## config.mk

```make
export PLATFORM = sky130hd
export DESIGN_NAME = note_dispenser_greedy_change_top
export DESIGN_NICKNAME = d
export VERILOG_FILES = /design/src/rtl/ndgc_pkg.sv /design/src/rtl/ndgc_div.sv /design/src/rtl/note_dispenser_greedy_change_top.sv
export VERILOG_INCLUDE_DIRS = /design/src /design/src/rtl
export SDC_FILE = /design/constraint.sdc
export NUM_CORES = 1
export LEC_CHECK = 0
export BUFFER_PORTS_ARGS = -buffer_cell sky130_fd_sc_hd__buf_2
export CAP_MARGIN = 0
export CORE_MARGIN = 4
export CORE_UTILIZATION = 28
export DETAILED_ROUTE_END_ITERATION = 16
export GPL_ROUTABILITY_DRIVEN = 1
export PLACE_DENSITY_LB_ADDON = 0.25
export SLEW_MARGIN = 0
export SYNTH_ARGS = -nofsm -noshare
export SYNTH_HDL_FRONTEND = slang
export SYNTH_SLANG_ARGS = --single-unit
```

## constraint.sdc

```tcl
create_clock -name clk -period 17.8 [get_ports clk]
set_input_delay 2.67 -clock clk [delete_from_list [all_inputs] [get_ports clk]]
set_output_delay 2.67 -clock clk [all_outputs]
set_load 0.02 [all_outputs]
```

## src/rtl/note_dispenser_greedy_change_top_macros.svh

```systemverilog
// assertion macros shared by the note dispenser rtl
// expects clk and rst in the scope of the module that uses them
`ifndef NOTE_DISPENSER_GREEDY_CHANGE_TOP_MACROS_SVH
`define NOTE_DISPENSER_GREEDY_CHANGE_TOP_MACROS_SVH

// antecedent implies consequent in the same cycle
`define NDGC_ASSERT_SAME(label, ante, cons, msg) \
  label: assert property (@(posedge clk) disable iff (rst) (ante) |-> (cons)) else $error(msg);

// antecedent implies consequent in the next cycle
`define NDGC_ASSERT_NEXT(label, ante, cons, msg) \
  label: assert property (@(posedge clk) disable iff (rst) (ante) |=> (cons)) else $error(msg);

`endif

```

## src/rtl/ndgc_pkg.sv

```systemverilog
// shared types and constants for the note dispenser
// no dependencies
package ndgc_pkg;

  localparam int NUM_DENOMS_DEF = 4;
  localparam int NUM_REGS       = 4;
  localparam int AMT_W          = 20;
  localparam int NOTE_W         = 16;
  localparam int CMD_W          = 2;
  localparam int SLOT_W         = 2;
  localparam int STS_W          = 2;
  localparam int CFG_IDX_W      = 2;
  localparam int STEP_W         = $clog2(AMT_W + 1);

  typedef enum logic [CMD_W-1:0] {
    CMD_WITHDRAW = 2'd0,
    CMD_DEPOSIT  = 2'd1,
    CMD_QUERY    = 2'd2
  } cmd_t;

  localparam logic [STS_W-1:0] STS_OK        = 2'd0;
  localparam logic [STS_W-1:0] STS_INEXACT   = 2'd1;
  localparam logic [STS_W-1:0] STS_SATURATED = 2'd2;

  typedef enum logic [3:0] {
    ST_IDLE,
    ST_WD_SLOT,
    ST_WD_DIV,
    ST_WD_SUB,
    ST_WD_CHECK,
    ST_WD_EMIT,
    ST_FAIL,
    ST_DEP,
    ST_QRY
  } state_t;

  // divider result toward the sequencer
  typedef struct packed {
    logic              done;
    logic [AMT_W-1:0]  quot;
    logic [NOTE_W-1:0] remd;
  } div_res_t;

endpackage

```

## src/rtl/ndgc_div.sv

```systemverilog
// shared restoring divider, one quotient bit per cycle
// depends on ndgc_pkg
module ndgc_div (
  input  logic                            clk,
  input  logic                            rst,
  input  logic                            start,
  input  logic [ndgc_pkg::AMT_W-1:0]      dividend,
  input  logic [ndgc_pkg::NOTE_W-1:0]     divisor,
  output ndgc_pkg::div_res_t              res
);

  logic                              busy;
  logic                              done;
  logic [ndgc_pkg::STEP_W-1:0]       step;
  logic [ndgc_pkg::NOTE_W-1:0]       p;
  logic [ndgc_pkg::AMT_W-1:0]        q;
  logic [ndgc_pkg::NOTE_W-1:0]       d;
  logic [ndgc_pkg::NOTE_W:0]         trial;
  logic [ndgc_pkg::NOTE_W:0]         diff;
  logic                              ge;

  // one trial subtract per cycle
  always_comb begin
    trial = {p, q[ndgc_pkg::AMT_W-1]};
    diff  = trial - {1'b0, d};
    ge    = (trial >= {1'b0, d});
  end

  // control
  always_ff @(posedge clk) begin
    if (rst) begin
      busy <= 1'b0;
      done <= 1'b0;
      step <= '0;
    end else begin
      done <= 1'b0;
      if (start) begin
        busy <= 1'b1;
        step <= ndgc_pkg::STEP_W'(ndgc_pkg::AMT_W);
      end else if (busy) begin
        step <= step - 1'b1;
        if (step == ndgc_pkg::STEP_W'(1)) begin
          busy <= 1'b0;
          done <= 1'b1;
        end
      end
    end
  end

  // partial remainder and quotient shift
  always_ff @(posedge clk) begin
    if (start) begin
      p <= '0;
      q <= dividend;
      d <= divisor;
    end else if (busy) begin
      p <= ge ? diff[ndgc_pkg::NOTE_W-1:0] : trial[ndgc_pkg::NOTE_W-1:0];
      q <= {q[ndgc_pkg::AMT_W-2:0], ge};
    end
  end

  assign res.done = done;
  assign res.quot = q;
  assign res.remd = p;

endmodule

```

## src/rtl/note_dispenser_greedy_change_top.sv

```systemverilog
// withdraw: per nonzero-denomination slot a divider start, the divider steps and the result,
// a subtract step when its stock runs short, a skip per unused slot, a check, then NUM_DENOMS
// words out (a single word when the sum cannot be paid); deposit: one word; query: NUM_DENOMS
// words; one item at a time, in_stall stays high from acceptance until the last word is loaded,
// each word held while out_stall is high
// synchronous reset clears denominations, stock counts, the state, divider control and out_valid
module note_dispenser_greedy_change_top #(
  parameter int NUM_DENOMS = ndgc_pkg::NUM_DENOMS_DEF
) (
  input  logic                               clk,
  input  logic                               rst,
  // input words
  input  logic                               in_valid,
  output logic                               in_stall,
  input  logic [ndgc_pkg::CMD_W-1:0]         cmd,
  input  logic [ndgc_pkg::AMT_W-1:0]         amount,
  input  logic [ndgc_pkg::SLOT_W-1:0]        slot,
  input  logic [ndgc_pkg::NOTE_W-1:0]        notes_in,
  // result words
  output logic                               out_valid,
  input  logic                               out_stall,
  output logic [ndgc_pkg::STS_W-1:0]         status,
  output logic [ndgc_pkg::SLOT_W-1:0]        slot_out,
  output logic [ndgc_pkg::NOTE_W-1:0]        notes_out,
  output logic                               last,
  // configuration writes
  input  logic                               cfg_valid,
  output logic                               cfg_ready,
  input  logic [ndgc_pkg::CFG_IDX_W-1:0]     cfg_index,
  input  logic [ndgc_pkg::NOTE_W-1:0]        cfg_data
);

  `include "note_dispenser_greedy_change_top_macros.svh"

  localparam int IDX_W = (NUM_DENOMS > 1) ? $clog2(NUM_DENOMS) : 1;
  localparam logic [IDX_W-1:0] LAST_IDX = IDX_W'(NUM_DENOMS - 1);

  ndgc_pkg::state_t                  state, state_next;
  logic [IDX_W-1:0]                  cnt, cnt_next;
  logic [ndgc_pkg::AMT_W-1:0]        rem, rem_next;
  logic [ndgc_pkg::SLOT_W-1:0]       slot_r;
  logic [ndgc_pkg::NOTE_W-1:0]       notes_r;

  logic [ndgc_pkg::NOTE_W-1:0]       denom [ndgc_pkg::NUM_REGS];
  logic [ndgc_pkg::NOTE_W-1:0]       stock [NUM_DENOMS];
  logic [ndgc_pkg::NOTE_W-1:0]       taken [NUM_DENOMS];

  logic                              accept;
  logic [IDX_W-1:0]                  slot_idx;
  logic                              slot_absent;
  logic [IDX_W-1:0]                  rd_idx;
  logic [ndgc_pkg::NOTE_W-1:0]       stock_rd;
  logic [ndgc_pkg::NOTE_W-1:0]       den_cur;
  logic [ndgc_pkg::NOTE_W:0]         dep_sum;
  logic [2*ndgc_pkg::NOTE_W-1:0]     prod;

  logic                              taken_we;
  logic [ndgc_pkg::NOTE_W-1:0]       taken_wd;
  logic                              stk_we;
  logic [ndgc_pkg::NOTE_W-1:0]       stk_wd;

  logic                              emit;
  logic                              out_load;
  logic [ndgc_pkg::STS_W-1:0]        w_status;
  logic [ndgc_pkg::SLOT_W-1:0]       w_slot;
  logic [ndgc_pkg::NOTE_W-1:0]       w_notes;
  logic                              w_last;

  logic                              div_start;
  ndgc_pkg::div_res_t                div_res;

  // shared divider
  ndgc_div u_div (
    .clk      (clk),
    .rst      (rst),
    .start    (div_start),
    .dividend (rem),
    .divisor  (den_cur),
    .res      (div_res)
  );

  // handshakes and lookups
  assign cfg_ready   = 1'b1;
  assign in_stall    = (state != ndgc_pkg::ST_IDLE);
  assign accept      = in_valid && !in_stall;
  assign out_load    = !out_valid || !out_stall;
  assign slot_idx    = IDX_W'(slot_r);
  assign slot_absent = (int'(slot_r) >= NUM_DENOMS);
  assign rd_idx      = (state == ndgc_pkg::ST_DEP) ? slot_idx : cnt;
  assign stock_rd    = stock[rd_idx];
  assign den_cur     = (int'(cnt) < ndgc_pkg::NUM_REGS) ? denom[2'(cnt)] : '0;
  assign dep_sum     = {1'b0, stock_rd} + {1'b0, notes_r};
  assign prod        = den_cur * stock_rd;

  // sequencer next state and outputs
  always_comb begin
    state_next = state;
    cnt_next   = cnt;
    rem_next   = rem;
    taken_we   = 1'b0;
    taken_wd   = '0;
    stk_we     = 1'b0;
    stk_wd     = '0;
    emit       = 1'b0;
    w_status   = ndgc_pkg::STS_OK;
    w_slot     = '0;
    w_notes    = '0;
    w_last     = 1'b0;
    div_start  = 1'b0;
    case (state)
      ndgc_pkg::ST_IDLE: begin
        if (accept) begin
          cnt_next = '0;
          rem_next = amount;
          case (cmd)
            ndgc_pkg::CMD_WITHDRAW: state_next = ndgc_pkg::ST_WD_SLOT;
            ndgc_pkg::CMD_DEPOSIT:  state_next = ndgc_pkg::ST_DEP;
            default:                state_next = ndgc_pkg::ST_QRY;
          endcase
        end
      end
      ndgc_pkg::ST_WD_SLOT: begin
        if (den_cur == '0) begin
          taken_we = 1'b1;
          taken_wd = '0;
          if (cnt == LAST_IDX) begin
            state_next = ndgc_pkg::ST_WD_CHECK;
          end else begin
            cnt_next = cnt + 1'b1;
          end
        end else begin
          div_start  = 1'b1;
          state_next = ndgc_pkg::ST_WD_DIV;
        end
      end
      ndgc_pkg::ST_WD_DIV: begin
        if (div_res.done) begin
          taken_we = 1'b1;
          if (div_res.quot <= {{(ndgc_pkg::AMT_W-ndgc_pkg::NOTE_W){1'b0}}, stock_rd}) begin
            taken_wd = div_res.quot[ndgc_pkg::NOTE_W-1:0];
            rem_next = {{(ndgc_pkg::AMT_W-ndgc_pkg::NOTE_W){1'b0}}, div_res.remd};
            if (cnt == LAST_IDX) begin
              state_next = ndgc_pkg::ST_WD_CHECK;
            end else begin
              cnt_next   = cnt + 1'b1;
              state_next = ndgc_pkg::ST_WD_SLOT;
            end
          end else begin
            taken_wd   = stock_rd;
            state_next = ndgc_pkg::ST_WD_SUB;
          end
        end
      end
      ndgc_pkg::ST_WD_SUB: begin
        // stock runs short: lower the remainder by the whole stock
        rem_next = rem - prod[ndgc_pkg::AMT_W-1:0];
        if (cnt == LAST_IDX) begin
          state_next = ndgc_pkg::ST_WD_CHECK;
        end else begin
          cnt_next   = cnt + 1'b1;
          state_next = ndgc_pkg::ST_WD_SLOT;
        end
      end
      ndgc_pkg::ST_WD_CHECK: begin
        cnt_next   = '0;
        state_next = (rem != '0) ? ndgc_pkg::ST_FAIL : ndgc_pkg::ST_WD_EMIT;
      end
      ndgc_pkg::ST_WD_EMIT: begin
        emit     = 1'b1;
        w_slot   = 2'(cnt);
        w_notes  = taken[cnt];
        w_last   = (cnt == LAST_IDX);
        if (out_load) begin
          stk_we = 1'b1;
          stk_wd = stock_rd - taken[cnt];
          if (cnt == LAST_IDX) begin
            state_next = ndgc_pkg::ST_IDLE;
          end else begin
            cnt_next = cnt + 1'b1;
          end
        end
      end
      ndgc_pkg::ST_FAIL: begin
        emit     = 1'b1;
        w_status = ndgc_pkg::STS_INEXACT;
        w_last   = 1'b1;
        if (out_load) begin
          state_next = ndgc_pkg::ST_IDLE;
        end
      end
      ndgc_pkg::ST_DEP: begin
        emit   = 1'b1;
        w_slot = slot_r;
        w_last = 1'b1;
        if (!slot_absent) begin
          if (dep_sum[ndgc_pkg::NOTE_W]) begin
            stk_wd   = '1;
            w_status = ndgc_pkg::STS_SATURATED;
          end else begin
            stk_wd = dep_sum[ndgc_pkg::NOTE_W-1:0];
          end
          w_notes = stk_wd;
          stk_we  = out_load;
        end
        if (out_load) begin
          state_next = ndgc_pkg::ST_IDLE;
        end
      end
      ndgc_pkg::ST_QRY: begin
        emit    = 1'b1;
        w_slot  = 2'(cnt);
        w_notes = stock_rd;
        w_last  = (cnt == LAST_IDX);
        if (out_load) begin
          if (cnt == LAST_IDX) begin
            state_next = ndgc_pkg::ST_IDLE;
          end else begin
            cnt_next = cnt + 1'b1;
          end
        end
      end
      default: begin
        state_next = ndgc_pkg::ST_IDLE;
      end
    endcase
  end

  // state register
  always_ff @(posedge clk) begin
    if (rst) begin
      state <= ndgc_pkg::ST_IDLE;
    end else begin
      state <= state_next;
    end
  end

  // sequencer datapath
  always_ff @(posedge clk) begin
    cnt <= cnt_next;
    rem <= rem_next;
    if (accept) begin
      slot_r  <= slot;
      notes_r <= notes_in;
    end
  end

  // denomination registers
  always_ff @(posedge clk) begin
    if (rst) begin
      for (int i = 0; i < ndgc_pkg::NUM_REGS; i++) begin
        denom[i] <= '0;
      end
    end else if (cfg_valid && cfg_ready && (int'(cfg_index) < NUM_DENOMS)) begin
      denom[cfg_index] <= cfg_data;
    end
  end

  // note stock, one write port
  always_ff @(posedge clk) begin
    if (rst) begin
      for (int i = 0; i < NUM_DENOMS; i++) begin
        stock[i] <= '0;
      end
    end else if (stk_we) begin
      stock[rd_idx] <= stk_wd;
    end
  end

  // notes taken per slot during a withdraw
  always_ff @(posedge clk) begin
    if (taken_we) begin
      taken[cnt] <= taken_wd;
    end
  end

  // output register
  always_ff @(posedge clk) begin
    if (rst) begin
      out_valid <= 1'b0;
    end else if (emit && out_load) begin
      out_valid <= 1'b1;
    end else if (!out_stall) begin
      out_valid <= 1'b0;
    end
  end

  always_ff @(posedge clk) begin
    if (emit && out_load) begin
      status    <= w_status;
      slot_out  <= w_slot;
      notes_out <= w_notes;
      last      <= w_last;
    end
  end

  // checks
  `NDGC_ASSERT_NEXT(a_busy_after_accept, accept, in_stall, "accepted word did not stall input")
  `NDGC_ASSERT_SAME(a_div_done_state, div_res.done, state == ndgc_pkg::ST_WD_DIV, "divider done outside wait")
  `NDGC_ASSERT_SAME(a_no_underflow, state == ndgc_pkg::ST_WD_EMIT, taken[cnt] <= stock_rd, "withdraw exceeds stock")
  `NDGC_ASSERT_SAME(a_fail_word, out_valid && status == ndgc_pkg::STS_INEXACT, last && notes_out == '0, "malformed fail word")

endmodule
```

==> run summary, run 1 <==
status -> complete, no violations
CP required -> 18.10 ns
post_cts resized -> 0
Nets -> 2592
post-CTS setup buffers -> 0
cts hold-fix bufs -> 0
final wirelength -> 66.7 mm
Post-Synth Simple-Gate Area -> 13.8%
All-Layer GR Usage -> 15.4%
Syn Inst Count -> 2179
fmax -> 0.115 GHz
Final Setup Violations -> 0
DP HPWL -> 50.8 mm
Post-synth EDFFs -> 289
Hold Path Class -> flip-flop to flip-flop
Area Overhead vs Synth -> 13.1%
post-synth net total -> 2517
Clock Skew -> 0.0251 ns
Slowest-stage cell, CP -> dfxtp_1
Synth Area in XOR/XNOR -> 3.16%
Netlist Area Pre-Place -> 22700 um2
num rows -> 104
vias per cell -> 4.82
DRT Pass-1 Iters -> 5
total grt overflow -> 0
Synth Area in Compound Gates -> 8.72%
RD Place Congestion -> 0.890
DRT iter0 DRCs -> 979
share of layout cells above drive strength 1 -> 10.7%
Avg Cell Area, Syn -> 10.4 um2
Port Buffers -> 85
drt wl/cell -> 19.9 um
CP Max Fanout -> 36
chip width -> 292 um
CTS root buffer -> clkbuf_16
most frequent cells in the layout -> edfxtp_1, inv_1, nor2_1
Synth cell types -> 72
vias in the first global route -> 16800
actual slew at the worst max-slew pin -> 1.43 ns
initial antenna violation count -> 4
fill count -> 8195
most used cell, CP -> inv_1
Slew headroom -> 4.66%
share of synthesized area occupied by flip-flops and latches -> 40.9%
Period minus WS final -> 8.70 ns
commonest non-fill, non-tap cell in the layout -> edfxtp_1
adder-cell area share of the yosys netlist -> 20.4%
initial core utilization -> 28.2%
YS warnings -> 0
largest net degree at the start of global routing -> 57
Longest Clk Path Bufs -> 3
Die Y -> 292 um
synthesized flop and latch total -> 319
largest family of logic cells by synthesized area -> adder cells
mux cell area share after synthesis -> 6.47%
remaining routing DRC violations -> 0
Clk Latency, worst-skew pair -> 0.56 ns
main flop type after synthesis -> edfxtp_1
Critical Path End Type -> flip-flop
Sink Count -> 319
critical path launch point type -> flip-flop
clock-pin slew on the worst setup and hold paths -> 0.06 ns
Final Hold Viols -> 0
CORE AREA -> 80400 um2
first-pass GRT wire length -> 102 mm
Routed Antenna Nets -> 0
arrival time worst endpoint -> 9.00 ns
CTS tree -> yes
Setup TNS -> 0 ns
async set-reset flop share out of synthesis -> 0%
CP Class -> flip-flop to flip-flop
die area -> 85500 um2
MaxCap Viol Count -> 0
# IOs -> 87
RSZ-0062 raised after global routing -> no
delay of the slowest cell on the worst path -> 0.74 ns
final-report max-slew violation count -> 0
fin crit share -> 48.9%
H-tree depth -> 2
via count -> 16100
Num CTS Buffers -> 38
==> final timing paths <==
| check | start | to | slack, ns | depth (start not counted) |
|---|---|---|---|---|
| hold reg to reg | u_div.step[1] | u_div.step[1] | 0.51 | 2 |
| hold / removal | u_div.step[1] | u_div.step[1] | 0.51 | 2 |
| setup reg to reg | state[2] | rem[19] | 9.10 | 27 |
| setup / recovery | state[2] | rem[19] | 9.10 | 27 |
==> registers in the layout, indices dropped and copies added (netlist names), 2 cells and up, named ones only <==
name and flops:
cnt 2, denom 64, notes_out 16, notes_r 16
rem 20, slot_idx 2, slot_out 2, state 4
status 2, stock 64, taken 64, u_div.d 16
u_div.p 16, u_div.q 20, u_div.step 5
==> synthesized netlist by cell type, types with 8 or more instances <==
master / n / share of area, %
o21ai_1: 13 / 0.29
nor3_1: 28 / 0.62
a21o_1: 15 / 0.50
nand2_1: 198 / 3.3
and2_1: 71 / 2.0
edfxtp_1: 289 / 38
dfxtp_1: 30 / 2.7
mux2i_1: 83 / 3.7
a211oi_1: 9 / 0.30
nand3_1: 16 / 0.35
nor4_1: 12 / 0.33
a221o_1: 15 / 0.66
nor3b_1: 8 / 0.27
a21oi_1: 89 / 2.0
nor2b_1: 17 / 0.47
clkbuf_1: 59 / 0.98
and3_1: 9 / 0.25
mux4_2: 17 / 1.7
fa_1: 154 / 14
xor2_1: 21 / 0.81
buf_1: 14 / 0.23
o21a_1: 13 / 0.43
nor2_1: 268 / 4.4
a31oi_1: 20 / 0.55
xnor2_1: 53 / 2.0
nand2b_1: 22 / 0.61
inv_1: 288 / 4.8
mux2_2: 19 / 0.94
o21ai_0: 85 / 1.9
ha_1: 121 / 6.7
==> critical path, delay by kind of cell, from the launching register on <==
kind | cells | cell delay [ns]
compound gates | 5 | 1.02
xor+xnor | 1 | 0.15
fa+ha+maj | 6 | 2.44
buf+inv | 5 | 1.22
flops | 1 | 0.74
mux | 2 | 0.55
simple gates | 8 | 2.30
==> cells by family after synthesis <==
| logic type | count (synthesis) |
|---|---|
| AOI/OAI and AO/OA | 315 |
| muxes | 122 |
| xor gates and xnor gates | 77 |
| and+or+nand+nor | 685 |
| DFF | 319 |
| adders and majority gates | 278 |
| other | 1 |
| buffers and inverters | 382 |
==> metal layers <==
layer / vias to the layer above / GRT usage, % / wire, um
met2: 409 / 25.8 / 31900
met4: 4 / 6.56 / 3040
met3: 133 / 2.37 / 3230
met5: - / 0 / 21
met1: 8015 / 19.7 / 28500
li1: 7550 / - / -
==> cell type report <==
class / instances / area, um2 / share of cell area [%]
sequential: 319 / 9280 / 36.2
antenna: 2 / 5.00 / 0.0195
clock buffer: 46 / 981 / 3.83
clock inverter: 24 / 226 / 0.884
tap: 1060 / 1330 / 5.17
inverter: 295 / 1110 / 4.32
multi-input combinational: 1478 / 12000 / 46.8
timing repair buffer: 122 / 703 / 2.74
==> stage by stage <==
| stage | hold WS [ns] | std cells | worst slack, ns | utilization (%) | area, um2 |
|---|---|---|---|---|---|
| after global routing | 0.563 | 3344 | 8.64 | 31.9 | 25600 |
| after floorplan | 0.458 | 2179 | 10.26 | - | 22700 |
| after detailed placement | 0.507 | 3274 | 9.18 | 30.4 | 24400 |
| after global placement | 0.486 | 3274 | 9.34 | 30.4 | 24400 |
| final | 0.507 | 3346 | 9.10 | 31.9 | 25600 |
| after CTS | 0.514 | 3344 | 9.14 | 31.9 | 25600 |
Power of run 1 is left out: the tool's default activity adds up to more than one toggle a clock period on the data nets, which glitch-free logic cannot reach.
==> run 2: changes to the inputs <==
--- a/config.mk
+++ b/config.mk
@@ -6,6 +6,7 @@
 export SDC_FILE = /design/constraint.sdc
 export NUM_CORES = 1
 export LEC_CHECK = 0
+export ABC_AREA = 1
 export BUFFER_PORTS_ARGS = -buffer_cell sky130_fd_sc_hd__buf_2
 export CAP_MARGIN = 0
 export CORE_MARGIN = 4
==> constraint.sdc (replaced) <==
create_clock -name clk -period 8.8 [get_ports clk]
set_input_delay 1.32 -clock clk [delete_from_list [all_inputs] [get_ports clk]]
set_output_delay 1.32 -clock clk [all_outputs]
set_load 0.02 [all_outputs]
==> run summary, run 2 <==
CP Max Fanout -> 27
vias in the first global route -> 18300
n_diodes -> 0
DRT Pass-1 Iters -> 6
largest family of logic cells by synthesized area -> simple AND/OR/NAND/NOR gates
die area -> 87700 um2
main flop type after synthesis -> edfxtp_1
largest net degree at the start of global routing -> 67
count leader, synth -> nand2_1
initial core utilization -> 28.3%
clock-pin slew on the worst setup and hold paths -> 0.06 ns
Clk Latency, worst-skew pair -> 0.58 ns
Critical R2R Launch -> state[0]
fin crit share -> 88.5%
Worst Reg-to-Reg Cells -> 28
arrival time worst endpoint -> 8.09 ns
delay of the slowest cell on the worst path -> 0.59 ns
synthesized flop and latch total -> 319
Nets -> 3098
fmax -> 0.128 GHz
Slew headroom -> 29.5%
critical path launch point type -> flip-flop
Synth cell types -> 56
most frequent cells in the layout -> nand2_1, inv_1, edfxtp_1
Area Overhead vs Synth -> 12.5%
Post-Synth Simple-Gate Area -> 19.9%
Avg Cell Area, Syn -> 8.70 um2
top area cells in the synthesized netlist -> edfxtp_1, fa_1, nand2_1
adder-cell area share of the yosys netlist -> 19.8%
Slowest-stage cell, CP -> nand2_1
CTS root buffer -> clkbuf_16
MaxCap Viol Count -> 0
Final Setup Violations -> 0
num rows -> 105
post-synth net total -> 3009
final-report max-slew violation count -> 0
Synth Area in Compound Gates -> 9.28%
Routed Antenna Nets -> 0
Netlist Area Pre-Place -> 23200 um2
RSZ-0062 raised after global routing -> no
initial antenna violation count -> 4
post_cts resized -> 0
R2R setup slack -> 1.01 ns
commonest non-fill, non-tap cell in the layout -> nand2_1
CTS tree -> yes
actual slew at the worst max-slew pin -> 1.05 ns
All-Layer GR Usage -> 17.9%
CP Class -> flip-flop to flip-flop
YS warnings -> 0
Period minus WS final -> 7.79 ns
Post-synth EDFFs -> 289
Longest Clk Path Bufs -> 3
Largest regs -> denom: 64 flops, stock: 64 flops, taken: 64 flops
Port Buffers -> 85
Yosys top cell area share -> 37.3%
DRT iter0 DRCs -> 1694
Hold Path Class -> flip-flop to flip-flop
hold path start -> u_div.step[1]
async set-reset flop share out of synthesis -> 0%
Hold Path End -> u_div.step[1]
cts hold-fix bufs -> 0
share of synthesized area occupied by flip-flops and latches -> 39.9%
Die Y -> 296 um
H-tree depth -> 2
most used cell, CP -> fa_1
Synth area leader -> edfxtp_1
Setup TNS -> 0 ns
final instance area -> 26200 um2
Hold Crit Depth -> 2
share of layout cells above drive strength 1 -> 8.72%
remaining routing DRC violations -> 0
total grt overflow -> 0
R2R Path End -> rem[18]
Critical Path End Type -> flip-flop
via count -> 18600
status -> complete, no violations
Synth Area in XOR/XNOR -> 1.32%
drt wl/cell -> 20.4 um
vias per cell -> 4.82
Final Hold Viols -> 0
post-CTS setup buffers -> 0
commonest cells in the netlist -> nand2_1, inv_1, edfxtp_1, nor2_1
# IOs -> 87
RD Place Congestion -> 0.913
DP HPWL -> 59.8 mm
final wirelength -> 78.6 mm
mux cell area share after synthesis -> 0%
first-pass GRT wire length -> 117 mm
Sink Count -> 319
chip width -> 296 um
CP required -> 9.09 ns
Clock Skew -> 0.0293 ns
hold_ws -> 0.507 ns
area of placed instances -> 25000 um2
Syn Inst Count -> 2671
Num CTS Buffers -> 39
CORE AREA -> 82200 um2
-- run 2: cell count changes in the layout (fill, tap and decap cells not counted), moves of 22 or more --
cell / change
and2_1: -68
mux2i_1: -80
o211ai_1: +23
a21oi_1: +52
inv_1: +197
nand2_1: +382
nand2b_1: -22
nand3_1: +138
xnor2_1: -38
o21ai_0: +30
-- run 2: layout make-up --
cell class / instances / area (um2)
inverter: 503 / 1900
timing repair buffer: 128 / 748
clock buffer: 53 / 1050
clock inverter: 15 / 118
fill: 8732 / 56100
sequential: 319 / 9280
multi-input combinational: 1769 / 11700
tap: 1070 / 1340
-- run 2: kinds of logic after synthesis --
group / Yosys count
AO/OA/AOI/OAI: 362
XOR/XNOR: 35
adder cells (fa/ha/maj): 275
buffers and inverters: 583
flip-flops: 319
other: 1
AND/OR/NAND/NOR: 1096
-- run 2: routing by layer --
metal / track usage, % / up-vias / wire [um] / share of wire (%)
met4: 5.16 / 4 / 2300 / 2.9
met1: 24.9 / 9059 / 35400 / 45
met2: 29.4 / 553 / 36400 / 46
li1: - / 8858 / - / -
met5: 0 / - / 23 / 0.029
met3: 2.31 / 126 / 4440 / 5.6
-- run 2: how the worst max path moves through the flow --
stage | from | end | slack [ns]
3_3_place_gp | state[0] | rem[18] | 1.19
2_1_floorplan | state[0] | rem[16] | 2.16
3_5_place_dp | state[0] | rem[18] | 1.08
4_1_cts | state[0] | rem[18] | 1.03
6_report | state[0] | rem[18] | 1.01
5_1_grt | state[0] | rem[16] | 0.55
-- run 2: per-stage QoR --
stage,worst slack [ns],utilization (%),cells
4_1_cts,1.03,31.8,3857
6_report,1.01,31.8,3857
3_5_place_dp,1.08,30.4,3789
2_1_floorplan,2.16,-,2671
5_1_grt,0.554,31.8,3857
3_3_place_gp,1.19,30.4,3789
-- run 2: worst max-delay path: cells and delay by family, from the launching register on --
kind | cells | cell delay, ns
compound gates | 1 | 0.07
buf+inv | 6 | 0.91
fa+ha+maj | 7 | 3.40
simple gates | 14 | 2.66
flops | 1 | 0.44
Power of run 2 is left out for the same reason.
